==> config.mk <==
export PLATFORM = sky130hd
export DESIGN_NAME = dmht_ctrl
export DESIGN_NICKNAME = d
export VERILOG_FILES = /design/src/design/dmht_pkg.sv /design/src/design/dmht_ctrl.sv
export SDC_FILE = /design/constraint.sdc
export NUM_CORES = 1
export LEC_CHECK = 0
export BUFFER_PORTS_ARGS = -buffer_cell sky130_fd_sc_hd__buf_2
export CORE_AREA = 4 4 41 43
export DETAILED_ROUTE_END_ITERATION = 8
export DIE_AREA = 0 0 45 47
export HOLD_SLACK_MARGIN = 0.12
export PLACE_DENSITY = 0.49
export SLEW_MARGIN = 20
export SYNTH_ARGS = -nofsm -noshare
export SYNTH_HDL_FRONTEND = slang
export SYNTH_SLANG_ARGS = --single-unit
==> constraint.sdc <==
create_clock -name clk -period 1.4 [get_ports clk]
set_clock_uncertainty 0.05 [all_clocks]
set_input_delay 0.21 -clock clk [delete_from_list [all_inputs] [get_ports clk]]
set_output_delay 0.21 -clock clk [all_outputs]
set_load 0.03 [all_outputs]
==> src/design/dmht_pkg.sv <==
`timescale 1ns / 1ps
`default_nettype none

package dmht_pkg;

  localparam int unsigned TABLE_ENTRIES = 1024;
  localparam int unsigned IDX_W         = $clog2(TABLE_ENTRIES);

  // Operation codes
  localparam logic [1:0] OP_PROBE = 2'd0;
  localparam logic [1:0] OP_STORE = 2'd1;
  localparam logic [1:0] OP_CLEAR = 2'd2;

  typedef struct packed {
    logic [1:0]         func;
    logic [63:0]        key;
    logic [5:0]         from_square;
    logic [5:0]         to_square;
    logic [2:0]         promotion_kind;
    logic [2:0]         move_kind;
    logic signed [15:0] eval_score;
    logic [7:0]         search_depth;
    logic [1:0]         bound_kind;
  } req_t;

  typedef struct packed {
    logic               hit;
    logic [5:0]         found_from;
    logic [5:0]         found_to;
    logic [2:0]         found_promotion;
    logic [2:0]         found_flag;
    logic signed [15:0] found_score;
    logic [7:0]         found_depth;
    logic [1:0]         found_bound;
  } rsp_t;

  // One table slot
  typedef struct packed {
    logic [63:0] key;
    logic [2:0]  flag;
    logic [2:0]  promotion;
    logic [5:0]  to_sq;
    logic [5:0]  from_sq;
    logic [15:0] score;
    logic [7:0]  depth;
    logic [1:0]  bound;
  } entry_t;

  // Controller to datapath
  typedef struct packed {
    logic capture;     // request accepted: read slot, latch key
    logic store;       // write the request into its slot
    logic wipe_step;   // zero one slot of the sweep
    logic load_result; // fill the response register
    logic probe;       // request in flight is a probe
  } cmd_t;

  // Datapath to controller
  typedef struct packed {
    logic wipe_done;   // sweep is on its last slot
  } status_t;

endpackage

`default_nettype wire

==> src/design/dmht_ctrl.sv <==
`timescale 1ns / 1ps
`default_nettype none

module dmht_ctrl
  import dmht_pkg::*;
(
  input  wire logic       clk,
  input  wire logic       rst,
  input  wire logic       in_valid,
  input  wire logic [1:0] in_func,
  output logic            in_ready,
  output logic            out_valid,
  input  wire logic       out_ready,
  input  wire status_t    status,
  output cmd_t            cmd
);

  typedef enum logic [1:0] {
    ST_WIPE,
    ST_IDLE,
    ST_LOOKUP
  } state_t;

  state_t     state;
  logic [1:0] op_q;
  logic       accept;

  // Result register must be empty, or emptying, by the lookup cycle
  assign in_ready = (state == ST_IDLE) && (!out_valid || out_ready);
  assign accept   = in_valid && in_ready;

  always_comb begin
    cmd.capture     = accept;
    cmd.store       = accept && (in_func == OP_STORE);
    cmd.wipe_step   = (state == ST_WIPE);
    cmd.load_result = (state == ST_LOOKUP);
    cmd.probe       = (state == ST_LOOKUP) && (op_q == OP_PROBE);
  end

  always_ff @(posedge clk) begin
    if (rst) begin
      state     <= ST_WIPE;
      out_valid <= 1'b0;
      op_q      <= OP_PROBE;
    end else begin
      if (out_valid && out_ready) begin
        out_valid <= 1'b0;
      end
      unique case (state)
        ST_WIPE: begin
          if (status.wipe_done) begin
            state <= ST_IDLE;
          end
        end
        ST_IDLE: begin
          if (accept) begin
            op_q  <= in_func;
            state <= ST_LOOKUP;
          end
        end
        ST_LOOKUP: begin
          out_valid <= 1'b1;
          state     <= (op_q == OP_CLEAR) ? ST_WIPE : ST_IDLE;
        end
        default: begin
          state <= ST_WIPE;
        end
      endcase
    end
  end

endmodule

`default_nettype wire

==> metrics.yaml <==
yosys:
  yosys.area.top_type: "dfxtp_1"
  yosys_warnings: 0
  synth_seq_area_share: 0.400
  syn_inst: 28
  netlist_area_um2: 250
  synth-seq-cells: 5
  syn_avg_cell_area_um2: 8.94
  synth_cell_types: 15
  synth_top_area_frac: 0.400
  yosys-top-cells-area: "dfxtp_1 (40%), nand2b_1 (15%), mux2i_1 (8.0%)"
  syn_nets: 35
route:
  drt_iter0_drc: 0
  wl_um: 649
  wl_per_cell_um: 9.98
  drc: 0
  dr.pass1.iters: 1
  vias: 260
  postRouteAntennaNets: 0
  viasPerCell: 4.00
power_and_ir_drop:
  ir_drop_mv: 0.357
  p_per_area_nw_per_um2: 955
  p_leak_uw: 0.000214
timing:
  grt_setup_unrepaired: "true"
  slew_headroom: 0.854
  fin_ws_ns: -0.0891
  tightestPinTransition_ns: 0.219
  timing.hold.ws_ns: 0.141
  fin_tns_setup_ns: -0.169
  final-setup-viol-count: 2
  slew_violations: 0
  period_share: 1.06
  fmax_mhz: 672
  finalCriticalPeriod_ns: 1.49
  hold_violations: 0
global_route:
  antenna_found_initial: 0
  grt_pass1_wl_um: 1110
  overflow: 0
  grt_pass1_vias: 267
  grt_use_met3: 0.0230
  met2_usage: 0.0932
  grt_max_degree: 8
  grt_use_total: 0.0767
  grt_busiest_layer: "met1"
  grt_use_met1: 0.105
placed_design:
  detailed_place_hpwl_um: 482
  gp_congestion: 0.680
  port_buffers: 13
outcome:
  outcome: "finished, violations left"
  violations: "setup timing"
setup_path:
  cp.arrival_ns: 1.23
  endpoint_kind: "primary output"
  start_kind: "flip-flop"
  worstPathRequired_ns: 1.14
  critPathKind: "flip-flop to primary output"
  critPathMaxFanout: 3
hold_path:
  hold_path_class: "input port to flip-flop"
clocking:
  hold_buffers: 0
  clock_latency_ns: 0.24
  h-tree-depth: 1
  numCtsBuffers: 3
  cts-root-buf: "clkbuf_4"
  clockBufferDepth: 2
  tritoncts: "done"
  clk_pin_slew_ns: 0.04
  cts_sinks: 5
floorplan:
  die_w_um: 45
  row_count: 13
  dieArea_um2: 2120
  core-area_um2: 1300
  num_io_pins: 14
  start_util: 0.192
  die_y_um: 47
cells_and_area:
  final_nets: 58
  diodes: 0
  layout-drive-gt1-share: 0.620
  fillCellCount: 147
  synthToLayoutAreaGrowth_pct: 81.0
flow_run:
  max-cap-violations: 0
[cells in the final DEF (no fill, tap or decap)]
cell,n
clkbuf_1,1
buf_2,9
clkinv_2,1
nor3b_4,1
nor2_1,3
buf_4,5
nor2_2,1
dfxtp_2,2
a21oi_1,1
a311oi_1,1
clkbuf_4,3
nand2_2,1
inv_4,1
a2bb2oi_1,1
nand2b_1,6
dfxtp_1,3
nor3_2,1
nand4b_1,1
mux2i_1,2
nand2b_4,1
buf_6,5
[synthesized netlist by cell type]
cell type / count
nand2b_1: 6
dfxtp_1: 5
nor2_1: 4
mux2i_1: 2
a21oi_1: 1
a2bb2oi_1: 1
a311oi_1: 1
buf_4: 1
clkinv_2: 1
inv_2: 1
nand2_1: 1
nand2b_4: 1
nand4b_1: 1
nor3_1: 1
nor3b_1: 1
[metal layers]
metal	wire length (µm)	vias up	share of wire
li1	-	136	-
met4	6	0	0.0092
met5	0	-	0
met2	257	14	0.40
met3	67	2	0.10
met1	317	108	0.49
[layout make-up]
type / count / area (µm²) / area share
Inverter: 2 / 11.3 / 0.0249
Clock buffer: 4 / 26.3 / 0.0580
Multi-Input combinational cell: 20 / 155 / 0.343
Timing Repair Buffer: 19 / 139 / 0.307
Tap cell: 15 / 18.8 / 0.0414
Sequential cell: 5 / 103 / 0.227
[registers in the layout (all words and copies together), names as in the netlist]
| name | count |
|---|---|
| out_valid | 1 |
| state | 2 |
| op_q | 2 |
[kinds of logic after synthesis]
group | count (synthesis) | share of synthesized area
buf+inv | 3 | 0.0650
flops | 5 | 0.400
mux | 2 | 0.0800
compound gates | 3 | 0.0900
simple gates | 15 | 0.365
[where the power goes]
| part | switching [µW] | leakage [µW] | total, µW | internal [µW] |
|---|---|---|---|---|
| registers | 5.09 | 0.0000416 | 156 | 151 |
| clock network | 55.6 | 0.0000150 | 163 | 108 |
| logic | 57.8 | 0.000157 | 113 | 55.2 |
| total | 118 | 0.000214 | 432 | 314 |
[worst max-delay path, stage by stage, from the launching register on]
cell      delay [ns]
dfxtp_2         0.31
nand2b_1        0.09
nand4b_1        0.20
nor3b_4         0.23
buf_6           0.15
[final timing paths]
kind | slack, ns | end | startpoint | cells past startpoint
min | 0.14 | state[0] | in_valid | 2
max | -0.09 | cmd[3] | out_valid | 4
min reg2reg | 0.44 | op_q[0] | op_q[0] | 2
max reg2reg | 0.07 | op_q[1] | out_valid | 7
[per-stage QoR]
step / util / setup WS (ns) / area [µm²] / std cells / total power (µW)
6_report: 0.348 / -0.0891 / 453 / 65 / 432
5_1_grt: 0.348 / -0.216 / 453 / 65 / 467
4_1_cts: 0.319 / -0.143 / 415 / 63 / 424
3_5_place_dp: 0.278 / 0.0510 / 362 / 58 / 248
3_3_place_gp: 0.278 / 0.0670 / 362 / 58 / 248
2_1_floorplan: - / 0.00193 / 263 / 28 / 217
[what timing repair did]
| action | CTS | global route |
|---|---|---|
| setup endpoints to repair | 3 | 4 |
| buffers inserted | 1 | 2 |
| resized for setup | 6 | 9 |
| pin swaps | 2 | 2 |
| hold endpoints to repair | 0 | 0 |
Power figures use the tool's default switching activity.
